File: config.mk
export PLATFORM = sky130hd
export DESIGN_NAME = xll_ctrl
export DESIGN_NICKNAME = d
export VERILOG_FILES = /design/src/sv/xll_pkg.sv /design/src/sv/xll_ctrl.sv
export SDC_FILE = /design/constraint.sdc
export NUM_CORES = 1
export LEC_CHECK = 0
export BUFFER_PORTS_ARGS = -buffer_cell sky130_fd_sc_hd__buf_2
export CAP_MARGIN = 20
export CORE_AREA = 10 10 63 65
export DETAILED_ROUTE_END_ITERATION = 8
export DIE_AREA = 0 0 73 75
export PLACE_DENSITY = 0.61
export SYNTH_ARGS = -nofsm -noshare
export SYNTH_HDL_FRONTEND = slang
export SYNTH_SLANG_ARGS = --single-unit
File: constraint.sdc
create_clock -name clk_i -period 1.6 [get_ports clk_i]
set_input_delay 0.48 -clock clk_i [delete_from_list [all_inputs] [get_ports clk_i]]
set_output_delay 0.48 -clock clk_i [all_outputs]
set_load 0.02 [all_outputs]
File: src/sv/xll_pkg.sv
`default_nettype none
package xll_pkg;

  typedef enum logic [2:0] {
    REQ_INS_FRONT = 3'd0,
    REQ_INS_BACK  = 3'd1,
    REQ_READ      = 3'd2,
    REQ_REMOVE    = 3'd3,
    REQ_SEARCH    = 3'd4,
    REQ_CLEAR     = 3'd5
  } req_e;

  localparam logic [1:0] ST_OK   = 2'd0;
  localparam logic [1:0] ST_MISS = 2'd1;
  localparam logic [1:0] ST_FULL = 2'd2;

  // datapath operations issued by the controller
  typedef enum logic [3:0] {
    OP_NONE,
    OP_LOAD,      // capture request, set walk start
    OP_RD_CUR,    // issue read of current node
    OP_STEP,      // evaluate current node, advance walk
    OP_INS,       // write new node, read old end link
    OP_INS_LINK,  // write updated end link
    OP_RM_HS,     // read head-side neighbour, update end pointers
    OP_RM_TS,     // fix head-side neighbour, read tail-side one
    OP_RM_FIN,    // fix tail-side neighbour, free removed slot
    OP_CLEAR,
    OP_RESP_OK,
    OP_RESP_MISS,
    OP_RESP_FULL,
    OP_RESP_HIT
  } op_e;

  typedef struct packed {
    op_e op;
  } cmd_t;

  typedef struct packed {
    logic       walk_end;   // current index null or step bound reached
    logic       hit;        // current node is the wanted one
    logic       full;       // no free slot
    logic       has_end;    // chosen end is non-null
    logic       hs_nz;
    logic       ts_nz;
  } sts_t;

endpackage
`default_nettype wire

File: src/sv/xll_ctrl.sv
`default_nettype none
module xll_ctrl
  import xll_pkg::*;
(
  input  wire logic       clk_i,
  input  wire logic       rst_ni,
  input  wire logic       in_valid_i,
  output logic            in_ready_o,
  input  wire logic [2:0] req_type_i,
  output logic            out_valid_o,
  input  wire logic       out_ready_i,
  output cmd_t            cmd_o,
  input  wire sts_t       sts_i
);
  localparam logic [3:0] S_IDLE = 4'd0, S_DISP = 4'd1, S_RD = 4'd2, S_WAIT = 4'd3,
                         S_STEP = 4'd4, S_INS2 = 4'd5, S_RM1 = 4'd6, S_RM2 = 4'd7,
                         S_RM3 = 4'd8, S_RESP = 4'd9, S_INSW = 4'd10;

  logic [3:0] state_q, state_d;
  logic [2:0] req_q;
  logic       out_valid_q, out_valid_d;

  assign in_ready_o  = (state_q == S_IDLE) && !out_valid_q;
  assign out_valid_o = out_valid_q;

  always_comb begin
    state_d = state_q;
    out_valid_d = out_valid_q && !out_ready_i;
    cmd_o.op = OP_NONE;
    unique case (state_q)
      S_IDLE: if (in_valid_i && in_ready_o) begin
        cmd_o.op = OP_LOAD; state_d = S_DISP;
      end
      S_DISP: begin
        state_d = S_RESP;
        case (req_q)
          REQ_INS_FRONT, REQ_INS_BACK: begin
            if (sts_i.full) cmd_o.op = OP_RESP_FULL;
            else begin cmd_o.op = OP_INS; state_d = S_INSW; end
          end
          REQ_READ, REQ_REMOVE, REQ_SEARCH: state_d = S_RD;
          REQ_CLEAR: cmd_o.op = OP_CLEAR;
          default: cmd_o.op = OP_RESP_MISS;
        endcase
        if (req_q == REQ_CLEAR) state_d = S_INS2;
      end
      S_INSW: begin cmd_o.op = OP_INS_LINK; state_d = S_INS2; end
      S_INS2: begin cmd_o.op = OP_RESP_OK; state_d = S_RESP; end
      S_RD: begin
        if (sts_i.walk_end) begin cmd_o.op = OP_RESP_MISS; state_d = S_RESP; end
        else state_d = S_WAIT;
      end
      S_WAIT: state_d = S_STEP;
      S_STEP: begin
        cmd_o.op = OP_STEP;
        if (!sts_i.hit) state_d = S_RD;
        else if (req_q == REQ_REMOVE) state_d = S_RM1;
        else begin cmd_o.op = OP_RESP_HIT; state_d = S_RESP; end
      end
      S_RM1: begin cmd_o.op = OP_RM_HS; state_d = S_RM2; end
      S_RM2: begin cmd_o.op = OP_RM_TS; state_d = S_RM3; end
      S_RM3: begin cmd_o.op = OP_RM_FIN; state_d = S_INS2; end
      S_RESP: begin out_valid_d = 1'b1; state_d = S_IDLE; end
      default: state_d = S_IDLE;
    endcase
  end

  always_ff @(posedge clk_i or negedge rst_ni) begin
    if (!rst_ni) begin
      state_q <= S_IDLE; out_valid_q <= 1'b0; req_q <= REQ_INS_FRONT;
    end else begin
      state_q <= state_d; out_valid_q <= out_valid_d;
      if (cmd_o.op == OP_LOAD) req_q <= req_type_i;
    end
  end
endmodule
`default_nettype wire

==> reports/metrics.cfg, run 1 <==
[floorplan]
core_area_um2=2710
die_w_um=73
ioPinCount=19
rows=19
start_util_pct=29.2
die-area_um2=5480
die_height_um=75

[power_and_ir_drop]
combPwrFrac_pct=78.4
p_leak_nw=0.591
pwr-share-seq_pct=16.4
p_int_mw=1.63
ir_drop_uv=1170
p_sw_mw=1.18
clock_power_share_pct=5.3
p_sw_share_pct=42.1
p_per_area_nw_per_um2=2140

[worst_setup_path]
crit_arrival_ns=1.52
crit_type=flip-flop to primary output
rr_worst_depth=5
cpMaxStageDelayCell=dfrtp_2
critPathMaxFanout=4
slowest_delay_ns=0.44
r2r_start=state_q[3]
start_kind=flip-flop
path_cells=or2_4 > o221a_4 > o221ai_4 > buf_6
crit_required_ns=1.12
regToRegSetupSlack_ns=0.01
rr_endpoint=req_q[1]
cp-end-kind=primary output

[sta]
worst_slack_ns=-0.399
worst_pin_slew_ns=0.373
rsz0062_at_grt=true
period_minus_slack_ns=2.00
clock_skew_ns=0.00163
drv_slew=0
max_freq_mhz=500
max_slew_margin_pct=74.7
timing.final.crit_share_pct=125
setup_viol_count_final=5
finalHoldViolCount=0

[finish]
num-fill-cells=264
final_util_pct=48.6
area_growth_pct=66.2
finalInstanceArea_um2=1320
multi_input_area_um2=643
drive_gt1_share_pct=58.5
regArea_um2=206
diodes=0
nets=153

[yosys]
synth_edf_count=0
yosysTopAreaCellShare_pct=25.3
synth_common_cells=dfrtp_1, buf_2, inv_1, nand2_1, nand3b_1
mappedNetlistArea_um2=792
synth_most_common_cell=dfrtp_1
ys_seq_area_share_pct=25.3
syn_area_per_cell_um2=8.70
yosysUniqueCellTypes=39
yosysWarningCount=0
synthArstFlopShare_pct=100
synth.area.top_cells=dfrtp_1, ha_1, nand3b_1
ys_seq_elements=8
synth_area_leader_cell=dfrtp_1
syn_inst=91
synth-main-ff-cell=dfrtp_1
synth.net_count=107

[clock_network]
cts_tree=built
clkLatencyLatePin_ns=0.25
h-tree-depth=1
clockBufferDepth=2
clk_pin_slew_ns=0.05
postCtsHoldBufs=0
clock_sinks=8
root_buffer=clkbuf_4
cts_made_buffers=3

[worst_hold_path]
hold_class=input pin to async pin

[global_route]
antenna_found_initial=0
grt_pass1_vias=895
grt_pass1_wl_mm=3.97
grt_max_degree=12
grt-ovfl-total=0
track_usage_pct=9.09

[run_status]
violations=setup timing
status=finished, violations left

[detailed_routing]
drt_pass1_iterations=4
viasPerCell=5.12
postRouteWirelength_mm=2.39
drtIter0Drc=18
wire_per_inst_um=14.4
drcViolationCount=0
vias=850
ant_nets=0

[place]
dp_hpwl_mm=1.87
port_buffers=15
place.gp.congestion=0.838
postPlaceCellArea_um2=1120

[flow_run]
maxCapViolCount=0

[registers in the layout, indices dropped and copies added, names as in the netlist]
register / count
req_q: 3
out_valid_o: 1
state_q: 4
[metal layers]
layer | routed length, µm | global-route usage, % | vias to the layer above
li1 | - | - | 431
met1 | 1080 | 10.5 | 398
met2 | 1180 | 15.9 | 19
met3 | 108 | 3.02 | 2
met4 | 15 | 1.90 | 0
met5 | 0 | 0 | -
[worst max-delay path by stage]
stage | start | end | slack, ns | cells after the start
2_1_floorplan | state_q[0] | cmd_o[3] | -0.07 | 4
4_1_cts | state_q[0] | cmd_o[3] | -0.41 | 4
5_1_grt | state_q[0] | cmd_o[3] | -0.46 | 5
6_report | state_q[0] | cmd_o[3] | -0.40 | 4
3_5_place_dp | state_q[0] | cmd_o[3] | -0.21 | 5
3_3_place_gp | state_q[0] | cmd_o[3] | -0.19 | 5
[cell usage in the layout, fill, tap and decap left out, drive strengths merged, types with 3 or more instances in the layout]
cell    synthesis  routed
a21oi           3       3
and3b           4       4
buf             7      49
clkbuf          1       3
dfrtp           8       8
ha              3       3
inv             5       5
mux2            3       3
nand2           5       5
nand2b          3       3
nand3           3       3
nand3b          5       5
nor2            3       3
nor2b           3       3
nor3            3       3
nor3b           3       3
o21ai           6       6
o221ai          3       3
[cell type report]
type	instances	area share (%)
well taps	31	2.95
multi-input cells	70	48.9
flip-flops and latches	8	15.7
inverters	5	1.43
clock buffers	3	1.71
repair buffers	49	29.4
[worst max-delay path: cells and delay by family (launching register included)]
family | cells | cell delay [ns]
DFF | 1 | 0.44
AOI/OAI and AO/OA | 2 | 0.42
and+or+nand+nor | 1 | 0.26
buffers and inverters | 1 | 0.14
[power by group through the flow]
stage	registers, mW	clock network (mW)	logic, mW
after CTS	0.459	0.159	2.08
final	0.460	0.149	2.20
after detailed placement	0.444	0	1.75
after global routing	0.485	0.179	2.37
after global placement	0.436	0	1.70
after floorplan	0.404	0	1.13
[per-stage QoR]
| step | cells | total power, mW | hold slack (ns) | setup TNS (ns) | setup WS [ns] |
|---|---|---|---|---|---|
| 4_1_cts | 164 | 2.70 | 0.0533 | -1.82 | -0.411 |
| 2_1_floorplan | 91 | 1.53 | 0.184 | -0.199 | -0.0712 |
| 6_report | 166 | 2.81 | 0.0599 | -1.72 | -0.399 |
| 3_3_place_gp | 156 | 2.13 | 0.321 | -0.798 | -0.190 |
| 3_5_place_dp | 156 | 2.19 | 0.328 | -1.20 | -0.214 |
| 5_1_grt | 166 | 3.04 | 0.0444 | -2.35 | -0.462 |
[kinds of logic (layout without fill, tap and decap cells)]
logic type / count (synthesis) / in the layout / share of synthesized area (%)
buffers and inverters: 13 / 57 / 8.37
XOR/XNOR: 1 / 1 / 1.11
flip-flops: 8 / 8 / 25.3
multiplexers: 3 / 3 / 4.27
AND/OR/NAND/NOR: 40 / 40 / 34.9
AO/OA/AOI/OAI: 23 / 23 / 21.3
adder cells (fa/ha/maj): 3 / 3 / 4.74
[what timing repair did]
item,4_1_cts,5_1_grt
pin swaps,7,3
resized for setup,28,8
endpoints found under the setup margin,9,10
buffers inserted,5,3
No activity file was read; power rests on OpenSTA's default activity.
==> run 2: changes to the inputs <==
--- a/config.mk
+++ b/config.mk
@@ -7,9 +7,9 @@
 export LEC_CHECK = 0
 export BUFFER_PORTS_ARGS = -buffer_cell sky130_fd_sc_hd__buf_2
 export CAP_MARGIN = 20
-export CORE_AREA = 10 10 63 65
+export CORE_AREA = 10 10 78 53
 export DETAILED_ROUTE_END_ITERATION = 8
-export DIE_AREA = 0 0 73 75
+export DIE_AREA = 0 0 88 63
 export PLACE_DENSITY = 0.61
 export SYNTH_ARGS = -nofsm -noshare
 export SYNTH_HDL_FRONTEND = slang
==> run 2 against run 1 <==
The flow still finishes with violations (setup timing). First-iteration DRC count grew to 3.3 times the previous value. Power grew 3.2%. Highest routed layer is now met3. Die area grew 1.3%.
==> reports/metrics.cfg, run 2 (synthesis gave the netlist of run 1 again) <==
[clock_network]
clkLatencyLatePin_ns=0.23  ; -0.02 ns
clockBufferDepth=2  ; unchanged
h-tree-depth=1  ; unchanged
cts_made_buffers=3  ; unchanged
root_buffer=clkbuf_8
clock_sinks=8  ; unchanged
cts_tree=built
clk_pin_slew_ns=0.04  ; about the same

[finish]
top_register=state_q
diodes=0  ; unchanged
drive_gt1_share_pct=58.5  ; about the same
largest_reg_flops=4  ; unchanged
final_common_cell=buf_4
nets=148  ; -3.3%
area_growth_pct=67.1
final_cell_mix=buf_4, buf_2, nand2_1, nand3b_1, buf_6
num-fill-cells=268  ; +1.5%

[detailed_routing]
drtIter0Drc=59  ; +41
viasPerCell=5.35  ; +4.4%
drcViolationCount=0  ; unchanged
vias=877  ; +3.2%
postRouteWirelength_mm=2.55  ; +7.0%
wire_per_inst_um=15.6  ; +8.3%
drt_pass1_iterations=4  ; unchanged
ant_nets=0  ; unchanged

[worst_setup_path]
crit_required_ns=1.12  ; about the same
critPathMaxFanout=7  ; +3
cpMaxStageDelayCell=dfrtp_2
path_cells=or2_4 > o221a_4 > o221ai_4 > buf_6
crit_type=flip-flop to primary output
regToRegSetupSlack_ns=0.01  ; about the same
slowest_delay_ns=0.44  ; about the same
path_buf_inv=1  ; unchanged
crit_arrival_ns=1.51  ; about the same
critPathTopFamily=flip-flops
cp-end-kind=primary output
start_kind=flip-flop

[place]
place.gp.congestion=0.792  ; -5.5%
dp_hpwl_mm=1.96  ; +4.8%
port_buffers=15  ; unchanged
place_ws_ns=-0.251  ; -0.0371 ns

[floorplan]
start_util_pct=28.7  ; -0.52 points
rows=15  ; -4
die-area_um2=5540  ; +1.3%
core_area_um2=2760  ; +1.8%
die_height_um=63  ; -16%
ioPinCount=19  ; unchanged
die_w_um=88  ; +21%

[sta]
drv_slew=0  ; unchanged
setup_viol_count_final=5  ; unchanged
clock_skew_ns=0.00211  ; +0.000477 ns
worst_slack_ns=-0.386  ; +0.0133 ns
finalHoldViolCount=0  ; unchanged
rsz0062_at_grt=true
period_minus_slack_ns=1.99  ; -0.0133 ns
max_slew_margin_pct=72.0  ; -2.7 points
finalSetupTns_ns=-1.75  ; -0.0290 ns
timing.final.crit_share_pct=124  ; -0.83 points
worst_pin_slew_ns=0.414  ; +0.0411 ns
max_freq_mhz=504  ; +0.67%

[power_and_ir_drop]
ir_drop_uv=1020  ; -13%
pwr-share-seq_pct=16.2  ; -0.2 points
combPwrFrac_pct=75.6  ; -2.8 points
clock_power_share_pct=8.2  ; +2.9 points
p_leak_nw=0.570  ; -3.6%
p_sw_share_pct=43.0  ; +0.88 points
p_per_area_nw_per_um2=2190  ; +2.6%
p_int_mw=1.65  ; +1.6%
p_sw_mw=1.25  ; +5.4%

[global_route]
grt_pass1_wl_mm=4.30  ; +8.2%
grt-ovfl-total=0  ; unchanged
grt_max_degree=18  ; +6
track_usage_pct=9.52  ; +0.43 points
antenna_found_initial=0  ; unchanged
grt_pass1_vias=911  ; +1.8%

[run_status]
violations=setup timing
status=finished, violations left

[flow_run]
maxCapViolCount=0  ; unchanged

[worst_hold_path]
hold_class=input pin to async pin

[run 2: path summary, 6_finish.rpt]
kind,startpoint,to,depth (start not counted)
max,state_q[0],cmd_o[3],4
min,rst_ni,state_q[1],1
max reg2reg,state_q[3],req_q[2],5
min reg2reg,req_q[0],req_q[0],1
max in group asynchronous,rst_ni,state_q[3],1
min in group clk_i,out_ready_i,out_valid_o,2
[run 2: what timing repair did]
action	in CTS	in global routing
endpoints found under the setup margin	10	10
setup buffers	6	2
pin swaps	5	3
gates resized for setup	26	12
hold buffers	0	0
[run 2: power groups by stage]
stage	Combinational, mW	Clock [mW]	Sequential [mW]
floorplan	1.13	0	0.404
global placement	1.65	0	0.440
detailed placement	1.70	0	0.448
CTS	2.00	0.241	0.461
global route	2.39	0.254	0.486
finish	2.19	0.238	0.470
[run 2: worst register-to-register path: stages (launching register included)]
cell and delay [ns]:
dfrtp_2 0.47, buf_6 0.16, nor4_4 0.26, buf_4 0.17, nand3_4 0.10, mux2_4 0.31
[run 2: routing by layer]
| metal | share of wire [%] | track usage [%] | vias up |
|---|---|---|---|
| li1 | - | - | 421 |
| met1 | 48 | 12.1 | 437 |
| met2 | 47 | 14.6 | 19 |
| met3 | 5.7 | 3.26 | 0 |
| met4 | 0 | 2.78 | 0 |
| met5 | 0 | 0 | - |
[run 2: per-stage QoR]
stage / hold slack, ns / instance area, µm² / cells / power, mW / utilization, %
finish: 0.0911 / 1320 / 164 / 2.90 / 48.0
global route: 0.102 / 1320 / 164 / 3.13 / 48.0
CTS: 0.0951 / 1250 / 163 / 2.70 / 45.3
detailed placement: 0.331 / 1090 / 155 / 2.15 / 39.5
global placement: 0.327 / 1090 / 155 / 2.09 / 39.5
floorplan: 0.184 / 846 / 91 / 1.53 / -
[run 2: layout make-up]
cell class / instances / area (µm²) / share of cell area, %
repair buffers: 44 / 332 / 25.0
multi-input cells: 70 / 684 / 51.7
inverters: 5 / 18.8 / 1.42
flip-flops and latches: 8 / 205 / 15.5
clock buffers: 3 / 41.3 / 3.12
well taps: 34 / 42.5 / 3.21
